File: src/hdl/xsr_pkg.sv
// Shared types, constants and helpers for the xor/shift/rotate generator.
package xsr_pkg;

	localparam int WORD_W    = 64;
	localparam int NUM_WORDS = 8;
	localparam int IDX_W     = $clog2(NUM_WORDS);
	localparam int VAR_W     = 3;

	typedef logic [WORD_W-1:0] word_t;
	typedef logic [NUM_WORDS-1:0][WORD_W-1:0] state_t;
	typedef logic [1:0] scr_t;

	localparam logic OP_LOAD = 1'b0;
	localparam logic OP_GEN  = 1'b1;

	localparam logic [VAR_W-1:0] VAR_RST       = 3'd2;
	localparam logic [VAR_W-1:0] VAR_MAX       = 3'd5;
	localparam logic [VAR_W-1:0] VAR_WIDE_BASE = 3'd3;

	localparam scr_t SCR_PLUS = 2'd0;
	localparam scr_t SCR_PP   = 2'd1;
	localparam scr_t SCR_SS   = 2'd2;

	localparam int SHL256 = 17;
	localparam int ROT256 = 45;
	localparam int PP256  = 23;
	localparam int SHL512 = 11;
	localparam int ROT512 = 21;
	localparam int PP512  = 17;
	localparam int SS_ROT = 7;

	function automatic word_t rotl(input word_t x, input int k);
		return (x << k) | (x >> (WORD_W - k));
	endfunction

endpackage

File: src/hdl/xsr_if.sv
// Handshake interfaces for command words and result words.
interface xsr_in_if;
	logic                     valid;
	logic                     ready;
	logic                     op;
	logic [xsr_pkg::IDX_W-1:0] word_index;
	xsr_pkg::word_t           word_value;

	modport source (output valid, output op, output word_index, output word_value, input ready);
	modport sink (input valid, input op, input word_index, input word_value, output ready);
endinterface

interface xsr_out_if;
	logic           valid;
	logic           ready;
	xsr_pkg::word_t random_value;

	modport source (output valid, output random_value, input ready);
	modport sink (input valid, input random_value, output ready);
endinterface

File: src/hdl/xsr_advance.sv
// One xor/shift/rotate state step for the 256-bit and 512-bit forms.
module xsr_advance (
	input  xsr_pkg::state_t cur,
	input  logic            wide,
	output xsr_pkg::state_t nxt
);
	import xsr_pkg::*;

	always_comb begin
		state_t w;
		word_t  t;
		w = cur;
		if (wide) begin
			t    = w[1] << SHL512;
			w[2] = w[2] ^ w[0];
			w[5] = w[5] ^ w[1];
			w[1] = w[1] ^ w[2];
			w[7] = w[7] ^ w[3];
			w[3] = w[3] ^ w[4];
			w[4] = w[4] ^ w[5];
			w[0] = w[0] ^ w[6];
			w[6] = w[6] ^ w[7];
			w[6] = w[6] ^ t;
			w[7] = rotl(w[7], ROT512);
		end else begin
			t    = w[1] << SHL256;
			w[2] = w[2] ^ w[0];
			w[3] = w[3] ^ w[1];
			w[1] = w[1] ^ w[2];
			w[0] = w[0] ^ w[3];
			w[2] = w[2] ^ t;
			w[3] = rotl(w[3], ROT256);
		end
		nxt = w;
	end

endmodule

File: src/hdl/xor_shift_rotate_prng_unit.sv
// Top level of the xor/shift/rotate generator: command register, scrambler, result register.
// A generate word passes from the command register to the result register before it shows on rsp.
// One word per cycle while rsp keeps up; state step and scrambler both close in the command stage.
// cmd stalls only while a generate word waits behind a result word that rsp has not taken.
// A load word updates the state from the command register and gives no result.
// Reset clears all eight state words, empties both stages and sets the variant to 256 starstar.
module xor_shift_rotate_prng_unit (
	input  logic                        clk,
	input  logic                        arst_n,
	xsr_in_if.sink                      cmd,
	xsr_out_if.source                   rsp,
	input  logic                        cfg_wr_en,
	input  logic [xsr_pkg::VAR_W-1:0]   cfg_wr_data
);
	import xsr_pkg::*;

	logic [VAR_W-1:0] variant_q;
	state_t           state_q;
	state_t           state_nxt;

	logic             vld_s1;
	logic             op_s1;
	logic [IDX_W-1:0] idx_s1;
	word_t            val_s1;

	logic             res_vld_q;
	word_t            res_q;

	logic [VAR_W-1:0] var_sat;
	logic             wide;
	scr_t             scr;
	word_t            sum_d;
	word_t            rot_d;
	word_t            res_d;

	logic out_ok, s1_go, s1_free, gen_go;

	assign var_sat = (variant_q > VAR_MAX) ? VAR_MAX : variant_q;
	assign wide    = (var_sat >= VAR_WIDE_BASE);
	assign scr     = wide ? scr_t'(var_sat - VAR_WIDE_BASE) : scr_t'(var_sat);

	assign out_ok  = !res_vld_q || rsp.ready;
	assign s1_go   = vld_s1 && ((op_s1 == OP_LOAD) || out_ok);
	assign s1_free = !vld_s1 || s1_go;
	assign gen_go  = s1_go && (op_s1 == OP_GEN);

	assign cmd.ready        = s1_free;
	assign rsp.valid        = res_vld_q;
	assign rsp.random_value = res_q;

	xsr_advance u_adv (
		.cur  (state_q),
		.wide (wide),
		.nxt  (state_nxt)
	);

	// scrambler on the state before the step
	always_comb begin
		unique case (scr)
			SCR_SS: begin
				sum_d = (state_q[1] << 2) + state_q[1];
				rot_d = rotl(sum_d, SS_ROT);
				res_d = rot_d + (rot_d << 3);
			end
			SCR_PP: begin
				sum_d = state_q[0] + (wide ? state_q[2] : state_q[3]);
				rot_d = wide ? rotl(sum_d, PP512) : rotl(sum_d, PP256);
				res_d = rot_d + (wide ? state_q[2] : state_q[0]);
			end
			default: begin
				sum_d = state_q[0] + (wide ? state_q[2] : state_q[3]);
				rot_d = sum_d;
				res_d = sum_d;
			end
		endcase
	end

	always_ff @(posedge clk or negedge arst_n) begin
		if (!arst_n) begin
			variant_q <= VAR_RST;
		end else if (cfg_wr_en) begin
			variant_q <= cfg_wr_data;
		end
	end

	always_ff @(posedge clk or negedge arst_n) begin
		if (!arst_n) begin
			state_q <= '0;
		end else if (s1_go) begin
			if (op_s1 == OP_LOAD) begin
				state_q[idx_s1] <= val_s1;
			end else begin
				state_q <= state_nxt;
			end
		end
	end

	always_ff @(posedge clk or negedge arst_n) begin
		if (!arst_n) begin
			vld_s1 <= 1'b0;
		end else if (s1_free) begin
			vld_s1 <= cmd.valid;
		end
	end

	always_ff @(posedge clk) begin
		if (s1_free && cmd.valid) begin
			op_s1  <= cmd.op;
			idx_s1 <= cmd.word_index;
			val_s1 <= cmd.word_value;
		end
	end

	always_ff @(posedge clk or negedge arst_n) begin
		if (!arst_n) begin
			res_vld_q <= 1'b0;
		end else if (gen_go) begin
			res_vld_q <= 1'b1;
		end else if (rsp.ready) begin
			res_vld_q <= 1'b0;
		end
	end

	always_ff @(posedge clk) begin
		if (gen_go) begin
			res_q <= res_d;
		end
	end

endmodule

File: src/flat_wrapper.sv
// flat-port wrapper written by rule: the top's interface ports become plain ports
module xor_shift_rotate_prng_unit_flat import xsr_pkg::*;
  (clk, arst_n, cfg_wr_en, cfg_wr_data, cmd_valid, cmd_op, cmd_word_index, cmd_word_value, cmd_ready, rsp_valid, rsp_random_value, rsp_ready);
  xsr_in_if cmd_i ();
  xsr_out_if rsp_i ();
  input  logic clk;
  input  logic arst_n;
  input  logic cfg_wr_en;
  input  logic [xsr_pkg::VAR_W-1:0] cfg_wr_data;
  input wire logic [$bits(cmd_i.valid)-1:0] cmd_valid;
  input wire logic [$bits(cmd_i.op)-1:0] cmd_op;
  input wire logic [$bits(cmd_i.word_index)-1:0] cmd_word_index;
  input wire logic [$bits(cmd_i.word_value)-1:0] cmd_word_value;
  output wire logic [$bits(cmd_i.ready)-1:0] cmd_ready;
  output wire logic [$bits(rsp_i.valid)-1:0] rsp_valid;
  output wire logic [$bits(rsp_i.random_value)-1:0] rsp_random_value;
  input wire logic [$bits(rsp_i.ready)-1:0] rsp_ready;
  assign cmd_i.valid = cmd_valid;
  assign cmd_i.op = cmd_op;
  assign cmd_i.word_index = cmd_word_index;
  assign cmd_i.word_value = cmd_word_value;
  assign cmd_ready = cmd_i.ready;
  assign rsp_valid = rsp_i.valid;
  assign rsp_random_value = rsp_i.random_value;
  assign rsp_i.ready = rsp_ready;
  xor_shift_rotate_prng_unit u_core (.clk(clk), .arst_n(arst_n), .cmd(cmd_i), .rsp(rsp_i), .cfg_wr_en(cfg_wr_en), .cfg_wr_data(cfg_wr_data));
endmodule
File: config.mk
export PLATFORM = sky130hd
export DESIGN_NAME = xor_shift_rotate_prng_unit_flat
export DESIGN_NICKNAME = d
export VERILOG_FILES = /design/src/hdl/xsr_pkg.sv /design/src/hdl/xsr_if.sv /design/src/hdl/xsr_advance.sv /design/src/hdl/xor_shift_rotate_prng_unit.sv /design/src/flat_wrapper.sv
export SDC_FILE = /design/constraint.sdc
export NUM_CORES = 2
export LEC_CHECK = 0
export BUFFER_PORTS_ARGS = -buffer_cell sky130_fd_sc_hd__buf_2
export CORE_UTILIZATION = 39
export DETAILED_ROUTE_END_ITERATION = 6
export PLACE_DENSITY = 0.56
export SYNTH_ARGS = -nofsm -noshare
export SYNTH_HDL_FRONTEND = slang
export SYNTH_HIERARCHICAL = 1
export SYNTH_SLANG_ARGS = --single-unit
File: constraint.sdc
create_clock -name clk -period 8.5 [get_ports clk]
set_input_delay 1.7 -clock clk [delete_from_list [all_inputs] [get_ports clk]]
set_output_delay 1.7 -clock clk [all_outputs]
set_load 0.01 [all_outputs]
# After elaboration in Yosys (flattened, before gate mapping)
# Cells that the tools add are included.
# totals
in_bits	76
output_inout_bits	66
elab_cells	70
regBits	649
# classes
n_lt_le_gt_ge	4
n_reduce_logical	11
bitwise_logic	18
eq_ne	3
add_sub_neg	5
muxes	14
# op_table
op	count
$xor A64 B64 Y64	12
$bwmux W512	1
$mux W256	2
$mux W512	1
$add A64 B64 Y64	4
$mux W64	4
$demux W64 S3	1
$pmux W64 S2	1
$or A64 B17 Y64	1
$or A64 B21 Y64	1
$or A64 B23 Y64	1
$or A64 B45 Y64	1
$or A64 B7 Y64	1
$logic_and A1 B1 Y1	4
$lt A3 B4 Y1 const B	1
$ge A3 B1 Y1 const B	1
$ge A3 B2 Y1 const B	1
$gt A3 B3 Y1 const B	1
$logic_or A1 B1 Y1	3
$mux W3	1
$eq A2 B1 Y1 const B	1
$eq A2 B2 Y1 const B	1
$logic_not A1 Y1	2
$mux W1	2
other kinds (6)	6

# Longest topological paths before layout
# logic_depth
ltp_word	9
mapped_depth	34
ltp_nobuf	30

# By module
# The synthesis kept the hierarchy.
# modules_own_cells
module	area_per_inst_um2	seq_area_each_um2	cells_per_inst	n_inst
xor_shift_rotate_prng_unit	44719.1	16902.5	5160	1
xsr_advance	10037.1	0.0	1407	1

# Least setup slack after synthesis
# OpenSTA, ideal clock, no wires.
# synth_timing
path_kind	register -> register
startpoint	register u_core.variant_q[0]
endpoint	register u_core.res_q[63] (netlist: u_core/rsp.random_value[63]) (data pin)
n_path_buf	3
arrival_time_ns	7.147
path_slack_ns	1.092
setup_ns	0.261
path_stages_with_launch	33
t_required_ns	8.239
synth_period_minus_slack_ns	7.408
path_cell_list	dfrtp_1 -> clkbuf_1 -> a21oi_1 -> inv_2 -> clkbuf_1 -> clkbuf_1 -> nand2_1 -> nand2_1 -> ha_1 -> fa_1 -> a21o_1 -> a221oi_1 -> o31a_1 -> o21a_1 -> nor2_1 -> a21oi_1 -> o21ai_0 -> a21oi_1 -> o21ai_0 -> xor2_1 -> mux2_2 -> ha_1 -> a211oi_1 -> nor2_1 -> o31ai_1 -> o22ai_1 -> a221oi_2 -> a31oi_1 -> a311oi_2 -> a31oi_1 -> a31oi_1 -> xor2_1 -> a221o_1
# synth_via
elab_chain_cells	9
elab_cells_between_ends	15
classes_between	3 x add/sub; 2 x order compare; 2 x eq/ne; 6 x mux; 2 x bitwise
# synth_lines
item	line	text
start, declared	xor_shift_rotate_prng_unit.sv:17	logic [VAR_W-1:0] variant_q;
start signal, assigned	xor_shift_rotate_prng_unit.sv:82	variant_q <= cfg_wr_data;
$gt A3 B3 Y1	xor_shift_rotate_prng_unit.sv:38	assign var_sat = (variant_q > VAR_MAX) ? VAR_MAX : variant_q;
$mux W3 (*)	xor_shift_rotate_prng_unit.sv:38	
$ge A3 B2 Y1	xor_shift_rotate_prng_unit.sv:39	assign wide = (var_sat >= VAR_WIDE_BASE);
$mux W64	xor_shift_rotate_prng_unit.sv:66, xor_shift_rotate_prng_unit.sv:71	
$add A64 B64 Y64	xor_shift_rotate_prng_unit.sv:66, xor_shift_rotate_prng_unit.sv:71	
$or A64 B23 Y64 or $or A64 B17 Y64 (tied branches)	xsr_pkg.sv:33	return (x << k) | (x >> (WORD_W - k));
$mux W64	xor_shift_rotate_prng_unit.sv:67	rot_d = wide ? rotl(sum_d, PP512) : rotl(sum_d, PP256);
$add A64 B64 Y64	xor_shift_rotate_prng_unit.sv:68	res_d = rot_d + (wide ? state_q[2] : state_q[0]);
$pmux W64 S2 (*)	xor_shift_rotate_prng_unit.sv:59	unique case (scr)
via u_core.res_d[63]	xor_shift_rotate_prng_unit.sv:34	word_t res_d;
end signal, assigned	xor_shift_rotate_prng_unit.sv:126	res_q <= res_d;
end, declared	xor_shift_rotate_prng_unit.sv:27	word_t res_q;
# Mark *: on every way through the listed nets, which the timed path passes. The rest lies on a longest branch.
# A chain may end at the register's enable or synchronous reset.

# Worst setup path after layout
# layout_timing
startpoint	register u_core.variant_q[1]
endpoint	register u_core.res_q[63] (netlist: u_core/rsp.random_value[63]) (data pin)
# Same word-level chain as after synthesis.

==> metrics list <==
* Result of the run: finished, final reports clean
- Post-synth top area share: 23.6%
* Slew margin rel.: 6.88%
- The endpoint identified for the worst register-to-register timing path is u_core/rsp.random_value[63]$_DFFE_PP_.
- Final Hold Vio Count: 0
- Max-cap violations in this run came to 0.
- Leading cell types in the layout, fill and taps excluded: 903 x sky130_fd_sc_hd__nand2_1, 849 x sky130_fd_sc_hd__a22oi_1, 695 x sky130_fd_sc_hd__o21ai_0, 589 x sky130_fd_sc_hd__xnor2_1, 516 x sky130_fd_sc_hd__dfrtp_1
* Initial core utilization: 39.3%
- Across all setup checks in the final design, the least slack found is 344 ps.
- At the pin with the least slew margin, the transition time is 1390 ps.
- Hold_buf cts: 0
- Syn avg cell area: 8.34 sq um
* Most instantiated flip-flop cell in the synthesis netlist: sky130_fd_sc_hd__dfrtp_1
- For this run, design rule violations remaining after detail routing come to 0.
* Total Routing Usage GR: 34.9%
* Area growth, synth to finish: 10.1%
* Commonest non-fill, non-tap cell in the layout: sky130_fd_sc_hd__nand2_1
- After technology mapping, the gate count stands at 6567.
* Antenna Nets Post-Route: 0
- Post-detailed-routing wire length: 256000 microns
- In this run, CTS created clock tree buffers numbering 82.
* Place WS: -371 ps
- In the final layout, the share of cells above drive strength 1 is 8.09%.
- Top-level port count: 142
* Unique masters post-synth: 84
* Die area: 142000 sq um
* Post-synth EDFFs: 132
- In this run the worst path has a maximum fanout of 16.
- In this run the most critical hold path is launched from u_core/state_q[140]$_DFFE_PN0P_.
- Mapped Nets: 6898
- Initial antenna violation count: 7
* Number of cells on the worst hold path: 2
* Area taken by flip-flops and latches: 16900 sq um
* Required time at the worst-slack endpoint: 8900 ps
- The first TritonRoute pass finished after 7 iterations.
- For this run, the top clock speed supported by timing is 0.123 GHz.
* Final core occ: 43.3%
- Number of pins exceeding their max-slew limit in the final report: 0
- Total Nets Final: 6804
* Worst stage delay on the critical path: 610 ps
* Length in cells of the worst reg-to-reg path: 33
- Counting I/O delays and the setup requirement, the final critical path takes 8160 ps.
* Placeable core region: 139000 sq um
- DRC violation total after the first TritonRoute iteration: 6921
* Number of clock sinks: 649
- The path class of the tightest hold or removal check is reg -> reg.
* Root cell of the clock tree: sky130_fd_sc_hd__clkbuf_16
- The via count of the first global-routing pass is 49000.
- Filler cell count in the final layout: 13900
- Count of warnings emitted by yosys: 6
- Overflow left after global routing: 0
- Clock-pin slew was measured on the worst setup and hold paths at 60 ps.
- TritonCTS built the clock tree.
- Synthesis-stage register bit count: 649
* DIE HEIGHT: 377 microns
- After detailed routing, the average wire length per cell comes to 30.4 microns.
- Worst setup path class: reg -> reg
- Global-route wire length before repair: 362000 microns
- Final count of negative-setup-slack endpoints: 0
* Clock Latency Late Sink: 740 ps
- For hold timing, the worst endpoint is u_core/state_q[140]$_DFFE_PN0P_.
- Largest net degree at the start of global routing: 181
- After detailed routing, the number of vias per cell comes to 6.39.
- Most numerous cell on the critical path: sky130_fd_sc_hd__buf_4
* Arr. time, crit path: 8560 ps
* Vias: 53800
- On the critical path, the stage with the largest delay is an instance of sky130_fd_sc_hd__dfstp_2.
* Die width: 377 microns
* Row cnt: 137
- The worst setup path is captured at a register.
* Startpoint of the worst register-to-register path: u_core/variant_q[1]$_DFFE_PN1P_
- Area of the multi-input gates: 35700 sq um
- Count of buffers from port buffering: 141
* Buffer depth of the longest clock path: 3
- Synth top area cells: sky130_fd_sc_hd__dfrtp_1 24%, sky130_fd_sc_hd__a22oi_1 12%, sky130_fd_sc_hd__xnor2_1 9.5%, sky130_fd_sc_hd__edfxtp_1 7.2%, sky130_fd_sc_hd__o21ai_0 6.4%
- Share of the cycle needed by the critical path after routing: 96.0%
- Once detailed placement completed, the half-perimeter wirelength came to 185000 microns.
- Clock skew on the completed layout was measured at 93.1 ps.
- Sequential elements use 30.9% of the synthesized area.
- R2r setup slk: 340 ps
- Yosys top cell by area: sky130_fd_sc_hd__dfrtp_1
- Mapped cell area: 54800 sq um
- Nature of the critical path startpoint: register
* RSZ-0062 raised after global routing: false
- Routability congestion estimate: 1.01
* Number of H-tree levels: 3
* Proportion of synthesized flip-flops having asynchronous set or reset: 79.7%
worst max-delay path, delay by kind of cell (launching register included):
| kind | cells | cell delay [ps] |
|---|---|---|
| compound gates | 18 | 4510 |
| buf+inv | 6 | 1080 |
| fa+ha+maj | 2 | 730 |
| flops | 1 | 610 |
| simple gates | 4 | 370 |
| mux | 1 | 340 |
| xor+xnor | 2 | 250 |
logic make-up after synthesis:
group	after synthesis	synth area share [%]
AND/OR/NAND/NOR	1615	13.0
flip-flops	649	30.9
AO/OA/AOI/OAI	2410	28.5
buffers and inverters	570	4.25
adder cells (fa/ha/maj)	255	5.88
multiplexers	148	2.76
XOR/XNOR	920	14.8
per-layer routing:
layer,GRT usage [%],up-vias,wire (microns)
met2,49.1,2959,105000
met4,20.5,4,17200
met1,49.6,26700,109000
met5,0,-,24
met3,5.88,444,24600
li1,-,23600,-
through the flow:
step	cell area, sq um	hold slack [ps]	TNS (ps)	cells
floorplan	54800	490	0	6567
global placement	57400	513	-581	8260
detailed placement	57400	523	-931	8260
CTS	60200	536	0	8414
global route	60300	558	0	8416
finish	60300	536	0	8420
worst max path at each step:
stage | slack [ps] | from | endpoint
floorplan | 1090 | u_core/variant_q[0]$_DFFE_PN0P_ | u_core/rsp.random_value[63]$_DFFE_PP_
global placement | -310 | u_core/variant_q[0]$_DFFE_PN0P_ | u_core/rsp.random_value[63]$_DFFE_PP_
detailed placement | -370 | u_core/variant_q[0]$_DFFE_PN0P_ | u_core/rsp.random_value[63]$_DFFE_PP_
CTS | 10 | u_core/variant_q[1]$_DFFE_PN1P_ | u_core/rsp.random_value[63]$_DFFE_PP_
global route | 6 | u_core/variant_q[1]$_DFFE_PN1P_ | u_core/rsp.random_value[63]$_DFFE_PP_
finish | 340 | u_core/variant_q[1]$_DFFE_PN1P_ | u_core/rsp.random_value[63]$_DFFE_PP_
flip-flops by register name, indices dropped and copies added (netlist names):
| name | cells |
|---|---|
| u_core/state_q | 512 |
| u_core/rsp.random_value | 64 |
| u_core/val_s1 | 64 |
| u_core/idx_s1 | 3 |
| u_core/variant_q | 3 |
| u_core/op_s1 | 1 |
| u_core/rsp.valid | 1 |
| u_core/vld_s1 | 1 |
Yosys cell counts, types with 47 or more instances:
| library cell | number |
|---|---|
| sky130_fd_sc_hd__nand2_1 | 904 |
| sky130_fd_sc_hd__nand2b_1 | 77 |
| sky130_fd_sc_hd__nand4_1 | 57 |
| sky130_fd_sc_hd__buf_2 | 82 |
| sky130_fd_sc_hd__o21bai_1 | 47 |
| sky130_fd_sc_hd__nor2_1 | 277 |
| sky130_fd_sc_hd__clkbuf_1 | 378 |
| sky130_fd_sc_hd__a21oi_1 | 381 |
| sky130_fd_sc_hd__dfrtp_1 | 516 |
| sky130_fd_sc_hd__o21ai_0 | 696 |
| sky130_fd_sc_hd__xor2_1 | 327 |
| sky130_fd_sc_hd__inv_1 | 70 |
| sky130_fd_sc_hd__a21o_1 | 151 |
| sky130_fd_sc_hd__nor2b_1 | 133 |
| sky130_fd_sc_hd__xnor2_1 | 591 |
| sky130_fd_sc_hd__mux2i_1 | 125 |
| sky130_fd_sc_hd__ha_1 | 251 |
| sky130_fd_sc_hd__edfxtp_1 | 132 |
| sky130_fd_sc_hd__a22oi_1 | 849 |
layout make-up:
type,instances,area share [%]
multi-input combinational,5348,59.3
sequential,649,28.0
tap,1876,3.89
clock buffer,114,3.75
timing repair buffer,321,3.70
clock inverter,37,0.865
inverter,71,0.455
antenna,4,0.0166
what timing repair did:
item                                    4_1_cts  5_1_grt
pin swaps                                     1        1
cloned                                        0        1
endpoints found under the setup margin        6       12
buffers inserted                              3        1
resized for setup                             1       12
endpoints found under the hold margin         0        0
Power is not shown: default switching activity piles up to over one toggle a cycle in this logic, so the estimate is an artifact.
